$ cat src/hw/rtl/hopf_pkg.sv
// Shared types, constants and helpers for the coupled Hopf oscillator step block.
// Holds the fixed-point format, the microcode table and the control structs.
// No dependencies.
package hopf_pkg;

  // Fixed-point format and history length
  localparam int FRAC_BITS     = 16;
  localparam int HISTORY_DEPTH = 2;

  localparam int DATA_W  = 32;
  localparam int PROD_W  = 2 * DATA_W;
  localparam int ACC_W   = DATA_W + 3;

  localparam longint I32_MAX = 64'sh7FFF_FFFF;
  localparam longint I32_MIN = -64'sh8000_0000;

  // Fixed-point constants derived from the format
  localparam longint Q_ONE    = longint'(1) << FRAC_BITS;
  localparam longint TWO_PI_Q = ((longint'(628) << FRAC_BITS) + 50) / 100;
  localparam longint TENTH_Q  = ((longint'(1) << FRAC_BITS) + 5) / 10;

  localparam logic signed [DATA_W-1:0] RST_U     = DATA_W'(-Q_ONE);
  localparam logic signed [DATA_W-1:0] RST_V     = DATA_W'(-TENTH_Q);
  localparam logic signed [DATA_W-1:0] TWO_PI_OP = DATA_W'(TWO_PI_Q);
  localparam logic signed [DATA_W-1:0] GAIN_TEN  = DATA_W'(10);

  // Configuration port
  localparam int CFG_IDX_W  = 3;
  localparam int CFG_DATA_W = 20;
  localparam int STEP_W     = 17;
  localparam int FREQ_W     = 20;
  localparam int PHASE_W    = 18;
  localparam int AMP_W      = 4;

  typedef enum logic [CFG_IDX_W-1:0] {
    CFG_STEP_SIZE = 3'd0,
    CFG_FREQUENCY = 3'd1,
    CFG_COS_PHASE = 3'd2,
    CFG_SIN_PHASE = 3'd3,
    CFG_AMPLITUDE = 3'd4
  } cfg_idx_t;

  localparam logic [STEP_W-1:0]         RST_STEP = STEP_W'(1311);
  localparam logic [FREQ_W-1:0]         RST_FREQ = FREQ_W'(16384);
  localparam logic signed [PHASE_W-1:0] RST_COS  = PHASE_W'(65536);
  localparam logic signed [PHASE_W-1:0] RST_SIN  = '0;
  localparam logic [AMP_W-1:0]          RST_AMP  = AMP_W'(1);

  // Stream widths
  localparam int IN_DATA_W  = 8;
  localparam int OUT_DATA_W = 8 * DATA_W;

  typedef struct packed {
    logic [STEP_W-1:0]         h;
    logic [FREQ_W-1:0]         freq;
    logic signed [PHASE_W-1:0] c;
    logic signed [PHASE_W-1:0] s;
    logic [AMP_W-1:0]          amp;
  } cfg_t;

  typedef struct packed {
    logic signed [DATA_W-1:0] u1;
    logic signed [DATA_W-1:0] v1;
    logic signed [DATA_W-1:0] u2;
    logic signed [DATA_W-1:0] v2;
  } osc_t;

  // Multiplier operand sources
  typedef enum logic [3:0] {
    SRC_U1, SRC_V1, SRC_U2, SRC_V2, SRC_W, SRC_G1, SRC_G2, SRC_D,
    SRC_C, SRC_S, SRC_H, SRC_FREQ, SRC_TWOPI, SRC_TEN
  } src_t;

  // Extra addend for the accumulator
  typedef enum logic [2:0] {
    EXT_NONE, EXT_A2, EXT_U1, EXT_V1, EXT_U2, EXT_V2, EXT_K1, EXT_K2
  } ext_t;

  // Scratch register written at the end of a sum
  typedef enum logic [3:0] {
    DST_W, DST_G1, DST_G2, DST_K1, DST_K2, DST_D,
    DST_NU1, DST_NV1, DST_NU2, DST_NV2
  } dst_t;

  typedef struct packed {
    src_t src_a;
    src_t src_b;
    logic int_mode;   // product used unshifted
    logic clr;        // start a new sum
    logic sub;        // subtract the product
    ext_t ext;
    logic wr;         // saturate the sum into dst
    dst_t dst;
  } uop_t;

  typedef struct packed {
    logic ready;
    logic mul_en;
    logic acc_en;
    logic fin;
    logic step;
    uop_t uop;
  } ctrl_t;

  localparam int NUM_UOPS  = 23;
  localparam int UOP_IDX_W = $clog2(NUM_UOPS);

  // Microcode: one product per entry, accumulated into a sum that is saturated when written
  function automatic uop_t uop_at(input logic [UOP_IDX_W-1:0] idx);
    uop_t u;
    u = '{SRC_U1, SRC_U1, 1'b0, 1'b1, 1'b0, EXT_NONE, 1'b0, DST_W};
    case (idx)
      // rotation rate
      5'd0:  u = '{SRC_TWOPI, SRC_FREQ, 1'b0, 1'b1, 1'b0, EXT_NONE, 1'b1, DST_W};
      // gain of oscillator one
      5'd1:  u = '{SRC_U1, SRC_U1, 1'b0, 1'b1, 1'b1, EXT_A2,   1'b0, DST_G1};
      5'd2:  u = '{SRC_V1, SRC_V1, 1'b0, 1'b0, 1'b1, EXT_NONE, 1'b1, DST_G1};
      5'd3:  u = '{SRC_G1, SRC_TEN, 1'b1, 1'b1, 1'b0, EXT_NONE, 1'b1, DST_G1};
      // gain of oscillator two
      5'd4:  u = '{SRC_U2, SRC_U2, 1'b0, 1'b1, 1'b1, EXT_A2,   1'b0, DST_G2};
      5'd5:  u = '{SRC_V2, SRC_V2, 1'b0, 1'b0, 1'b1, EXT_NONE, 1'b1, DST_G2};
      5'd6:  u = '{SRC_G2, SRC_TEN, 1'b1, 1'b1, 1'b0, EXT_NONE, 1'b1, DST_G2};
      // coupling terms
      5'd7:  u = '{SRC_V2, SRC_C, 1'b0, 1'b1, 1'b0, EXT_NONE, 1'b0, DST_K1};
      5'd8:  u = '{SRC_U2, SRC_S, 1'b0, 1'b0, 1'b1, EXT_NONE, 1'b1, DST_K1};
      5'd9:  u = '{SRC_U1, SRC_S, 1'b0, 1'b1, 1'b0, EXT_NONE, 1'b0, DST_K2};
      5'd10: u = '{SRC_V1, SRC_C, 1'b0, 1'b0, 1'b0, EXT_NONE, 1'b1, DST_K2};
      // oscillator one u
      5'd11: u = '{SRC_G1, SRC_U1, 1'b0, 1'b1, 1'b0, EXT_NONE, 1'b0, DST_D};
      5'd12: u = '{SRC_W,  SRC_V1, 1'b0, 1'b0, 1'b1, EXT_NONE, 1'b1, DST_D};
      5'd13: u = '{SRC_D,  SRC_H,  1'b0, 1'b1, 1'b0, EXT_U1,   1'b1, DST_NU1};
      // oscillator one v
      5'd14: u = '{SRC_G1, SRC_V1, 1'b0, 1'b1, 1'b0, EXT_K1,   1'b0, DST_D};
      5'd15: u = '{SRC_W,  SRC_U1, 1'b0, 1'b0, 1'b0, EXT_NONE, 1'b1, DST_D};
      5'd16: u = '{SRC_D,  SRC_H,  1'b0, 1'b1, 1'b0, EXT_V1,   1'b1, DST_NV1};
      // oscillator two u
      5'd17: u = '{SRC_G2, SRC_U2, 1'b0, 1'b1, 1'b0, EXT_NONE, 1'b0, DST_D};
      5'd18: u = '{SRC_W,  SRC_V2, 1'b0, 1'b0, 1'b1, EXT_NONE, 1'b1, DST_D};
      5'd19: u = '{SRC_D,  SRC_H,  1'b0, 1'b1, 1'b0, EXT_U2,   1'b1, DST_NU2};
      // oscillator two v
      5'd20: u = '{SRC_G2, SRC_V2, 1'b0, 1'b1, 1'b0, EXT_K2,   1'b0, DST_D};
      5'd21: u = '{SRC_W,  SRC_U2, 1'b0, 1'b0, 1'b0, EXT_NONE, 1'b1, DST_D};
      5'd22: u = '{SRC_D,  SRC_H,  1'b0, 1'b1, 1'b0, EXT_V2,   1'b1, DST_NV2};
      default: u = '{SRC_U1, SRC_U1, 1'b0, 1'b1, 1'b0, EXT_NONE, 1'b0, DST_W};
    endcase
    return u;
  endfunction

  // Clamp a wide signed value to the 32-bit range
  function automatic logic signed [DATA_W-1:0] sat32(input logic signed [PROD_W-1:0] x);
    logic signed [DATA_W-1:0] r;
    if (x > I32_MAX) begin
      r = DATA_W'(I32_MAX);
    end else if (x < I32_MIN) begin
      r = DATA_W'(I32_MIN);
    end else begin
      r = x[DATA_W-1:0];
    end
    return r;
  endfunction

endpackage

$ cat src/hw/rtl/coupled_hopf_oscillator_step_top.sv
// Top level of the coupled Hopf oscillator step: configuration registers,
// oscillator state and history, output register. Depends on hopf_pkg,
// hopf_seq and hopf_alu.
//
//  channel | direction | payload
//  in_     | slave     | tdata[0] advance
//  out_    | master    | tdata: first_u, first_v, second_u, second_v, first_u_older1,
//          |           |        first_u_older2, second_u_older1, second_u_older2
//  cfg_    | slave     | cfg_index register number, cfg_data value
//
// A beat with advance set runs 23 products through one shared multiplier, each
// in a multiply then an accumulate state, then finishes; a beat with advance
// clear goes straight to finish. in_tready is high only while the sequencer is
// idle. A finished result waits in the output register while the next input beat
// is accepted; the next result is held until out_tready frees it.
// Reset is synchronous, active low, and restores state, history and registers.
module coupled_hopf_oscillator_step_top (
  input  logic                                clk,
  input  logic                                rst_n,
  input  logic                                in_tvalid,
  output logic                                in_tready,
  input  logic [hopf_pkg::IN_DATA_W-1:0]      in_tdata,   // [0] advance, rest zero
  output logic                                out_tvalid,
  input  logic                                out_tready,
  // [31:0] first_u, [63:32] first_v, [95:64] second_u, [127:96] second_v,
  // [159:128] first_u_older1, [191:160] first_u_older2,
  // [223:192] second_u_older1, [255:224] second_u_older2
  output logic [hopf_pkg::OUT_DATA_W-1:0]     out_tdata,
  input  logic                                cfg_valid,
  output logic                                cfg_ready,
  input  logic [hopf_pkg::CFG_IDX_W-1:0]      cfg_index,
  input  logic [hopf_pkg::CFG_DATA_W-1:0]     cfg_data
);
  import hopf_pkg::*;

  localparam int OLD2_IDX = (HISTORY_DEPTH > 1) ? 1 : 0;

  cfg_t  cfg_r;
  osc_t  osc_r, osc_nxt, osc_new;
  ctrl_t ctrl;

  logic signed [DATA_W-1:0] hist1_r [HISTORY_DEPTH];
  logic signed [DATA_W-1:0] hist2_r [HISTORY_DEPTH];
  logic signed [DATA_W-1:0] hist1_nxt [HISTORY_DEPTH];
  logic signed [DATA_W-1:0] hist2_nxt [HISTORY_DEPTH];
  logic signed [DATA_W-1:0] old1_2, old2_2;

  logic                  out_valid_r;
  logic [OUT_DATA_W-1:0] out_data_r, out_data_nxt;
  logic                  in_beat, out_free;

  assign in_tready = ctrl.ready;
  assign in_beat   = in_tvalid && ctrl.ready;
  assign out_free  = !out_valid_r || out_tready;
  assign cfg_ready = 1'b1;

  hopf_seq u_seq (
    .clk      (clk),
    .rst_n    (rst_n),
    .start    (in_beat),
    .advance  (in_tdata[0]),
    .out_free (out_free),
    .ctrl     (ctrl)
  );

  hopf_alu u_alu (
    .clk     (clk),
    .ctrl    (ctrl),
    .cfg     (cfg_r),
    .osc     (osc_r),
    .osc_new (osc_new)
  );

  // Configuration writes; high bits beyond each register are dropped
  always_ff @(posedge clk) begin
    if (!rst_n) begin
      cfg_r <= '{RST_STEP, RST_FREQ, RST_COS, RST_SIN, RST_AMP};
    end else if (cfg_valid) begin
      unique case (cfg_index)
        CFG_STEP_SIZE: cfg_r.h    <= cfg_data[STEP_W-1:0];
        CFG_FREQUENCY: cfg_r.freq <= cfg_data[FREQ_W-1:0];
        CFG_COS_PHASE: cfg_r.c    <= cfg_data[PHASE_W-1:0];
        CFG_SIN_PHASE: cfg_r.s    <= cfg_data[PHASE_W-1:0];
        CFG_AMPLITUDE: cfg_r.amp  <= cfg_data[AMP_W-1:0];
        default: ;
      endcase
    end
  end

  // Commit a step: shift history, take the new state
  always_comb begin
    osc_nxt   = osc_r;
    hist1_nxt = hist1_r;
    hist2_nxt = hist2_r;
    if (ctrl.step) begin
      osc_nxt = osc_new;
      for (int k = HISTORY_DEPTH - 1; k > 0; k--) begin
        hist1_nxt[k] = hist1_r[k-1];
        hist2_nxt[k] = hist2_r[k-1];
      end
      hist1_nxt[0] = osc_r.u1;
      hist2_nxt[0] = osc_r.u2;
    end
  end

  // Pack the result beat from the committed state
  always_comb begin
    old1_2 = (HISTORY_DEPTH > 1) ? hist1_nxt[OLD2_IDX] : '0;
    old2_2 = (HISTORY_DEPTH > 1) ? hist2_nxt[OLD2_IDX] : '0;
    out_data_nxt = {old2_2, hist2_nxt[0], old1_2, hist1_nxt[0],
                    osc_nxt.v2, osc_nxt.u2, osc_nxt.v1, osc_nxt.u1};
  end

  // Oscillator state and history
  always_ff @(posedge clk) begin
    if (!rst_n) begin
      osc_r <= '{RST_U, RST_V, RST_U, RST_V};
      for (int k = 0; k < HISTORY_DEPTH; k++) begin
        hist1_r[k] <= '0;
        hist2_r[k] <= '0;
      end
    end else if (ctrl.fin) begin
      osc_r   <= osc_nxt;
      hist1_r <= hist1_nxt;
      hist2_r <= hist2_nxt;
    end
  end

  // Output register
  always_ff @(posedge clk) begin
    if (!rst_n) begin
      out_valid_r <= 1'b0;
    end else if (ctrl.fin) begin
      out_valid_r <= 1'b1;
    end else if (out_tready) begin
      out_valid_r <= 1'b0;
    end
  end

  always_ff @(posedge clk) begin
    if (ctrl.fin) begin
      out_data_r <= out_data_nxt;
    end
  end

  assign out_tvalid = out_valid_r;
  assign out_tdata  = out_data_r;

endmodule

$ cat src/hw/rtl/hopf_seq.sv
// Sequencer for the oscillator step: walks the microcode table, one product
// per multiply state and accumulate state, and hands the finished step to the
// output side. Depends on hopf_pkg.
module hopf_seq (
  input  logic            clk,
  input  logic            rst_n,
  input  logic            start,      // input beat accepted
  input  logic            advance,    // accepted beat asks for a step
  input  logic            out_free,   // output register can take a beat
  output hopf_pkg::ctrl_t ctrl
);
  import hopf_pkg::*;

  typedef enum logic [3:0] {
    ST_IDLE = 4'b0001,
    ST_MUL  = 4'b0010,
    ST_ACC  = 4'b0100,
    ST_FIN  = 4'b1000
  } state_t;

  localparam logic [UOP_IDX_W-1:0] LAST_UOP = UOP_IDX_W'(NUM_UOPS - 1);

  state_t               state_r, state_nxt;
  logic [UOP_IDX_W-1:0] idx_r, idx_nxt;
  logic                 adv_r, adv_nxt;

  // Next state and microcode index
  always_comb begin
    state_nxt = state_r;
    idx_nxt   = idx_r;
    adv_nxt   = adv_r;
    unique case (state_r)
      ST_IDLE: begin
        if (start) begin
          adv_nxt   = advance;
          idx_nxt   = '0;
          state_nxt = advance ? ST_MUL : ST_FIN;
        end
      end
      ST_MUL: begin
        state_nxt = ST_ACC;
      end
      ST_ACC: begin
        if (idx_r == LAST_UOP) begin
          state_nxt = ST_FIN;
        end else begin
          idx_nxt   = idx_r + 1'b1;
          state_nxt = ST_MUL;
        end
      end
      ST_FIN: begin
        if (out_free) begin
          state_nxt = ST_IDLE;
        end
      end
      default: state_nxt = ST_IDLE;
    endcase
  end

  always_ff @(posedge clk) begin
    if (!rst_n) begin
      state_r <= ST_IDLE;
      idx_r   <= '0;
      adv_r   <= 1'b0;
    end else begin
      state_r <= state_nxt;
      idx_r   <= idx_nxt;
      adv_r   <= adv_nxt;
    end
  end

  // Control to the datapath and the output side
  always_comb begin
    ctrl.ready  = (state_r == ST_IDLE);
    ctrl.mul_en = (state_r == ST_MUL);
    ctrl.acc_en = (state_r == ST_ACC);
    ctrl.fin    = (state_r == ST_FIN) && out_free;
    ctrl.step   = (state_r == ST_FIN) && out_free && adv_r;
    ctrl.uop    = uop_at(idx_r);
  end

endmodule

$ cat src/hw/rtl/hopf_alu.sv
// Shared multiply-accumulate unit with saturation and its scratch registers.
// One signed 32x32 product per use, registered, then shifted (unless in integer mode), clamped and summed.
// Depends on hopf_pkg.
module hopf_alu (
  input  logic            clk,
  input  hopf_pkg::ctrl_t ctrl,
  input  hopf_pkg::cfg_t  cfg,
  input  hopf_pkg::osc_t  osc,
  output hopf_pkg::osc_t  osc_new
);
  import hopf_pkg::*;

  localparam int A2_W = DATA_W + 2 * AMP_W;

  logic signed [DATA_W-1:0] w_r, g1_r, g2_r, k1_r, k2_r, d_r;
  logic signed [DATA_W-1:0] nu1_r, nv1_r, nu2_r, nv2_r;
  logic signed [PROD_W-1:0] prod_r;
  logic signed [ACC_W-1:0]  acc_r;

  logic signed [DATA_W-1:0] op_a, op_b, ext_val, m, sum_sat, a2;
  logic signed [PROD_W-1:0] shifted;
  logic signed [ACC_W-1:0]  base, term, sum;
  logic [2*AMP_W-1:0]       amp_sq;
  logic [A2_W-1:0]          a2_wide;

  // Select one multiplier operand
  function automatic logic signed [DATA_W-1:0] pick(input src_t sel,
                                                    input logic signed [DATA_W-1:0] w,
                                                    input logic signed [DATA_W-1:0] g1,
                                                    input logic signed [DATA_W-1:0] g2,
                                                    input logic signed [DATA_W-1:0] d,
                                                    input osc_t o,
                                                    input cfg_t c);
    logic signed [DATA_W-1:0] r;
    case (sel)
      SRC_U1:    r = o.u1;
      SRC_V1:    r = o.v1;
      SRC_U2:    r = o.u2;
      SRC_V2:    r = o.v2;
      SRC_W:     r = w;
      SRC_G1:    r = g1;
      SRC_G2:    r = g2;
      SRC_D:     r = d;
      SRC_C:     r = DATA_W'(c.c);
      SRC_S:     r = DATA_W'(c.s);
      SRC_H:     r = DATA_W'({1'b0, c.h});
      SRC_FREQ:  r = DATA_W'({1'b0, c.freq});
      SRC_TWOPI: r = TWO_PI_OP;
      SRC_TEN:   r = GAIN_TEN;
      default:   r = '0;
    endcase
    return r;
  endfunction

  // Squared amplitude in fixed point, clamped
  always_comb begin
    amp_sq  = (2*AMP_W)'(cfg.amp) * (2*AMP_W)'(cfg.amp);
    a2_wide = A2_W'(amp_sq) << FRAC_BITS;
    if (a2_wide > A2_W'(I32_MAX)) begin
      a2 = DATA_W'(I32_MAX);
    end else begin
      a2 = a2_wide[DATA_W-1:0];
    end
  end

  assign op_a = pick(ctrl.uop.src_a, w_r, g1_r, g2_r, d_r, osc, cfg);
  assign op_b = pick(ctrl.uop.src_b, w_r, g1_r, g2_r, d_r, osc, cfg);

  // Extra addend
  always_comb begin
    case (ctrl.uop.ext)
      EXT_A2:  ext_val = a2;
      EXT_U1:  ext_val = osc.u1;
      EXT_V1:  ext_val = osc.v1;
      EXT_U2:  ext_val = osc.u2;
      EXT_V2:  ext_val = osc.v2;
      EXT_K1:  ext_val = k1_r;
      EXT_K2:  ext_val = k2_r;
      default: ext_val = '0;
    endcase
  end

  // Scale, clamp and accumulate the registered product
  always_comb begin
    shifted = ctrl.uop.int_mode ? prod_r : (prod_r >>> FRAC_BITS);
    m       = sat32(shifted);
    base    = ctrl.uop.clr ? '0 : acc_r;
    term    = ctrl.uop.sub ? -ACC_W'(m) : ACC_W'(m);
    sum     = base + term + ACC_W'(ext_val);
    sum_sat = sat32(PROD_W'(sum));
  end

  // Product register
  always_ff @(posedge clk) begin
    if (ctrl.mul_en) begin
      prod_r <= op_a * op_b;
    end
  end

  // Accumulator and scratch writeback
  always_ff @(posedge clk) begin
    if (ctrl.acc_en) begin
      acc_r <= sum;
      if (ctrl.uop.wr) begin
        case (ctrl.uop.dst)
          DST_W:   w_r   <= sum_sat;
          DST_G1:  g1_r  <= sum_sat;
          DST_G2:  g2_r  <= sum_sat;
          DST_K1:  k1_r  <= sum_sat;
          DST_K2:  k2_r  <= sum_sat;
          DST_D:   d_r   <= sum_sat;
          DST_NU1: nu1_r <= sum_sat;
          DST_NV1: nv1_r <= sum_sat;
          DST_NU2: nu2_r <= sum_sat;
          DST_NV2: nv2_r <= sum_sat;
          default: d_r   <= sum_sat;
        endcase
      end
    end
  end

  assign osc_new = '{nu1_r, nv1_r, nu2_r, nv2_r};

endmodule
$ cat config.mk
export PLATFORM = sky130hd
export DESIGN_NAME = coupled_hopf_oscillator_step_top
export DESIGN_NICKNAME = d
export VERILOG_FILES = /design/src/hw/rtl/hopf_pkg.sv /design/src/hw/rtl/coupled_hopf_oscillator_step_top.sv /design/src/hw/rtl/hopf_seq.sv /design/src/hw/rtl/hopf_alu.sv
export SDC_FILE = /design/constraint.sdc
export NUM_CORES = 2
export LEC_CHECK = 0
export ABC_AREA = 1
export BUFFER_PORTS_ARGS = -buffer_cell sky130_fd_sc_hd__buf_2
export CAP_MARGIN = 20
export CORE_UTILIZATION = 55
export DETAILED_ROUTE_END_ITERATION = 10
export PLACE_DENSITY = 0.69
export SETUP_SLACK_MARGIN = 0.05
export SYNTH_ARGS = -nofsm -noshare
export SYNTH_HDL_FRONTEND = slang
export SYNTH_HIERARCHICAL = 1
export SYNTH_SLANG_ARGS = --single-unit
$ cat constraint.sdc
create_clock -name clk -period 41.3 [get_ports clk]
set_input_delay 6.195 -clock clk [delete_from_list [all_inputs] [get_ports clk]]
set_output_delay 6.195 -clock clk [all_outputs]
set_load 0.005 [all_outputs]
==> summary.md <==
| Metric | Value |
|---|---|
| Syn Nets | 11100 |
| Setup CP Type | flop to flop |
| Syn_area_per_cell | 8.84 sq um |
| Post-CTS sizing | 0 |
| Clk sinks | 1037 |
| Hold Buf Count CTS | 0 |
| Crit share post-route | 27.7% |
| Routability cong. | 0.988 |
| CP Capture Type | flop |
| First-pass GRT wire length | 421 mm |
| Crit start category | flop |
| # IOs | 295 |
| Outcome | complete, but fails checks |
| Vias in the first global route | 68800 |
| Reg2reg setup slack | 29.85 ns |
| Post-synth ARST share | 0% |
| Grt ovf | 0 |
| Height of the die | 396 um |
| Worst-path fanout max | 29 |
| Required time worst endpoint | 41.83 ns |
| Setup violators final | 0 |
| GRT Total Usage | 36.0% |
| Clk_lat worst skew | 0.79 ns |
| Via density | 5.70 |
| Post-synth EDFFs | 675 |
| CTS root buf | clkbuf_16 |
| WL/cell | 23.5 um |
| Antenna violations before repair | 5 |
| Synth top area cells | fa_1, edfxtp_1, inv_1 |
| Largest net degree at the start of global routing | 210 |
| Slew Limit Fails | 0 |
| Setup Buffers After CTS | 0 |
| Area growth, synth to finish | 8.97% |
| Area share of the largest cell type after synthesis | 26.2% |
| Skew final | 0.0966 ns |
| Final ANT Viol Nets | 0 |
| Fmax | 87.4 MHz |
| Sequential fraction of the synthesis area | 32.2% |
| Netlist cell types | 62 |
| Buffers on Ports | 286 |
| Worst Max-Slew Pin Slew | 1.20 ns |
| Max incr delay on CP | 0.83 ns |
| CTS tree | done |
| Netlist Area Pre-Place | 0.0855 sq mm |
| Inserted Clock Buffers | 109 |
| Vias | 68200 |
| Non-Filler Instances | 12000 |
| Die width | 396 um |
| Fraction of layout cells with a size suffix above 1 | 9.22% |
| Final Hold Vio Count | 0 |
| Net count reported at finish | 11200 |
| 1st-iter DRT viols | 7355 |
| CTS max path bufs | 3 |
| Clock Pin Slew Worst Setup and Hold Paths | 0.06 ns |
| RSZ-0062 raised after global routing | false |
| Initial Util | 55.4% |
| Slowest-stage cell, CP | nor2_1 |
| DRC | 188 |
| Failing checks | DRC |
| Placeable Area | 0.154 sq mm |
| Crit path time final | 11.45 ns |
| Number of cell rows | 144 |
| Arrival @ worst endpoint | 11.98 ns |
| Main flop type after synthesis | edfxtp_1 |
| Slew margin rel. | 19.3% |
| Fillers | 13400 |
| Ys Warns | 6 |
| # Max-Cap Violations | 0 |
| Die ar. | 0.157 sq mm |
| Critical Path Most Common Cell | fa_1 |
| Hold Path Class | flop to flop |
| Pre-Repair DR Iteration Count | 9 |
| Placed insts | 11700 |
| Final setup TNS | 0 ns |
| DRT Wirelength | 281 mm |
| Final hold slack | 0.482 ns |
| H-tree Lvls | 3 |
| #FFs+latches synth | 1037 |
| Library cell with the largest summed area after synthesis | fa_1 |
| Post-DP HPWL | 214 mm |
| Synth Instances | 9675 |
-- cell type report --
cell class / count / area (sq um) / share of cell area (%)
repair buffers: 459 / 2850 / 3.05
clock inverters: 53 / 759 / 0.815
well taps: 2044 / 2560 / 2.75
flip-flops and latches: 1037 / 27500 / 29.5
multi-input cells: 5805 / 47200 / 50.6
clock buffers: 155 / 3260 / 3.50
inverters: 2404 / 9040 / 9.71
diodes: 1 / 2.50 / 0.00269
-- worst max-delay path, delay by kind of cell (launching register included) --
family / cells / cell delay [ns]
AND/OR/NAND/NOR: 12 / 2.30
buffers and inverters: 6 / 1.53
XOR/XNOR: 1 / 0.20
flip-flops: 1 / 0.49
adder cells (fa/ha/maj): 9 / 4.66
AO/OA/AOI/OAI: 7 / 2.00
-- synth_stat cells (9+ instances only) --
library cell / count
a2111oi_0: 22
a21o_1: 9
a21oi_1: 414
a221oi_1: 99
a22o_1: 9
a22oi_1: 9
a31oi_1: 26
buf_1: 31
buf_2: 72
buf_4: 27
buf_6: 28
clkbuf_1: 260
clkbuf_2: 10
clkinv_1: 17
dfxtp_1: 362
edfxtp_1: 675
fa_1: 1118
ha_1: 230
inv_1: 2365
inv_2: 20
nand2_1: 1756
nand2_2: 59
nand3_1: 198
nand4_1: 38
nor2_1: 665
nor2_2: 9
nor3_1: 40
nor4_1: 18
o211ai_1: 12
o21a_1: 9
o21ai_0: 231
o21ai_1: 309
o21ai_2: 97
o221ai_1: 42
o22ai_1: 168
xnor2_1: 61
xor2_1: 73
-- cells by family (layout without fill, tap and decap cells) --
logic type	count (synthesis)	count (layout)	share of synthesized area (%)
flops	1037	1037	32.2
simple gates	2827	2827	13.5
fa+ha+maj	1348	1348	29.5
other cells	1	2	0.00439
xor+xnor	134	134	1.37
compound gates	1495	1495	10.5
buf+inv	2833	3071	12.9
-- state kept, by name, summed over array words and instances (netlist names), 35 cells and up --
name / count
out_tdata: 256
osc_r: 128
cfg_r: 77
hist1_r: 64
hist2_r: 64
u_alu/prod_r: 64
u_alu/acc_r: 35
-- worst paths after layout --
path | endpoint | cells past startpoint | from
max | u_alu/prod_r[57]$_DFFE_PP_ | 35 | u_seq/ctrl[11]$_DFF_P_
min | cfg_r[33]$_SDFFE_PN0P_ | 2 | cfg_r[33]$_SDFFE_PN0P_
max reg2reg | u_alu/prod_r[57]$_DFFE_PP_ | 35 | u_seq/ctrl[11]$_DFF_P_
min reg2reg | cfg_r[33]$_SDFFE_PN0P_ | 2 | cfg_r[33]$_SDFFE_PN0P_
-- routing by layer --
layer  vias up  routed length, um  part of all wire (%)  global-route usage [%]
li1      30200                  -                     -                       -
met1     33600             109000                    39                    47.9
met2      3605             126000                    45                    56.1
met3       720              29500                    11                    7.04
met4         2              16800                   6.0                    18.5
met5         -                 13                0.0046                       0
-- cell usage in the layout, fill, tap and decap left out, drive strengths merged, types with 12 or more instances in the layout --
cell | synthesis | final
o21ai | 637 | 637
a2111oi | 22 | 22
dfxtp | 362 | 362
xor2 | 73 | 73
nor2 | 682 | 682
nor3 | 47 | 47
o221ai | 42 | 42
nand3 | 208 | 208
a21oi | 414 | 414
inv | 2387 | 2387
edfxtp | 675 | 675
a31oi | 26 | 26
o22ai | 168 | 168
nor4 | 23 | 23
buf | 159 | 459
clkbuf | 270 | 155
clkinv | 17 | 51
xnor2 | 61 | 61
ha | 230 | 230
nand2 | 1818 | 1818
bufinv | 0 | 12
fa | 1118 | 1118
a221oi | 99 | 99
o211ai | 12 | 12
nand4 | 38 | 38
-- metrics by stage --
step | util, % | instance area (sq um) | setup slack, ns
6_report | 60.4 | 93200 | 29.85
5_1_grt | 60.4 | 93200 | 29.40
3_3_place_gp | 57.7 | 89000 | 29.91
4_1_cts | 60.3 | 93000 | 29.90
3_5_place_dp | 57.7 | 89000 | 29.87
2_1_floorplan | - | 85500 | 22.42
Power is not shown: default switching activity piles up to over one toggle a cycle in this logic, so the estimate is an artifact.
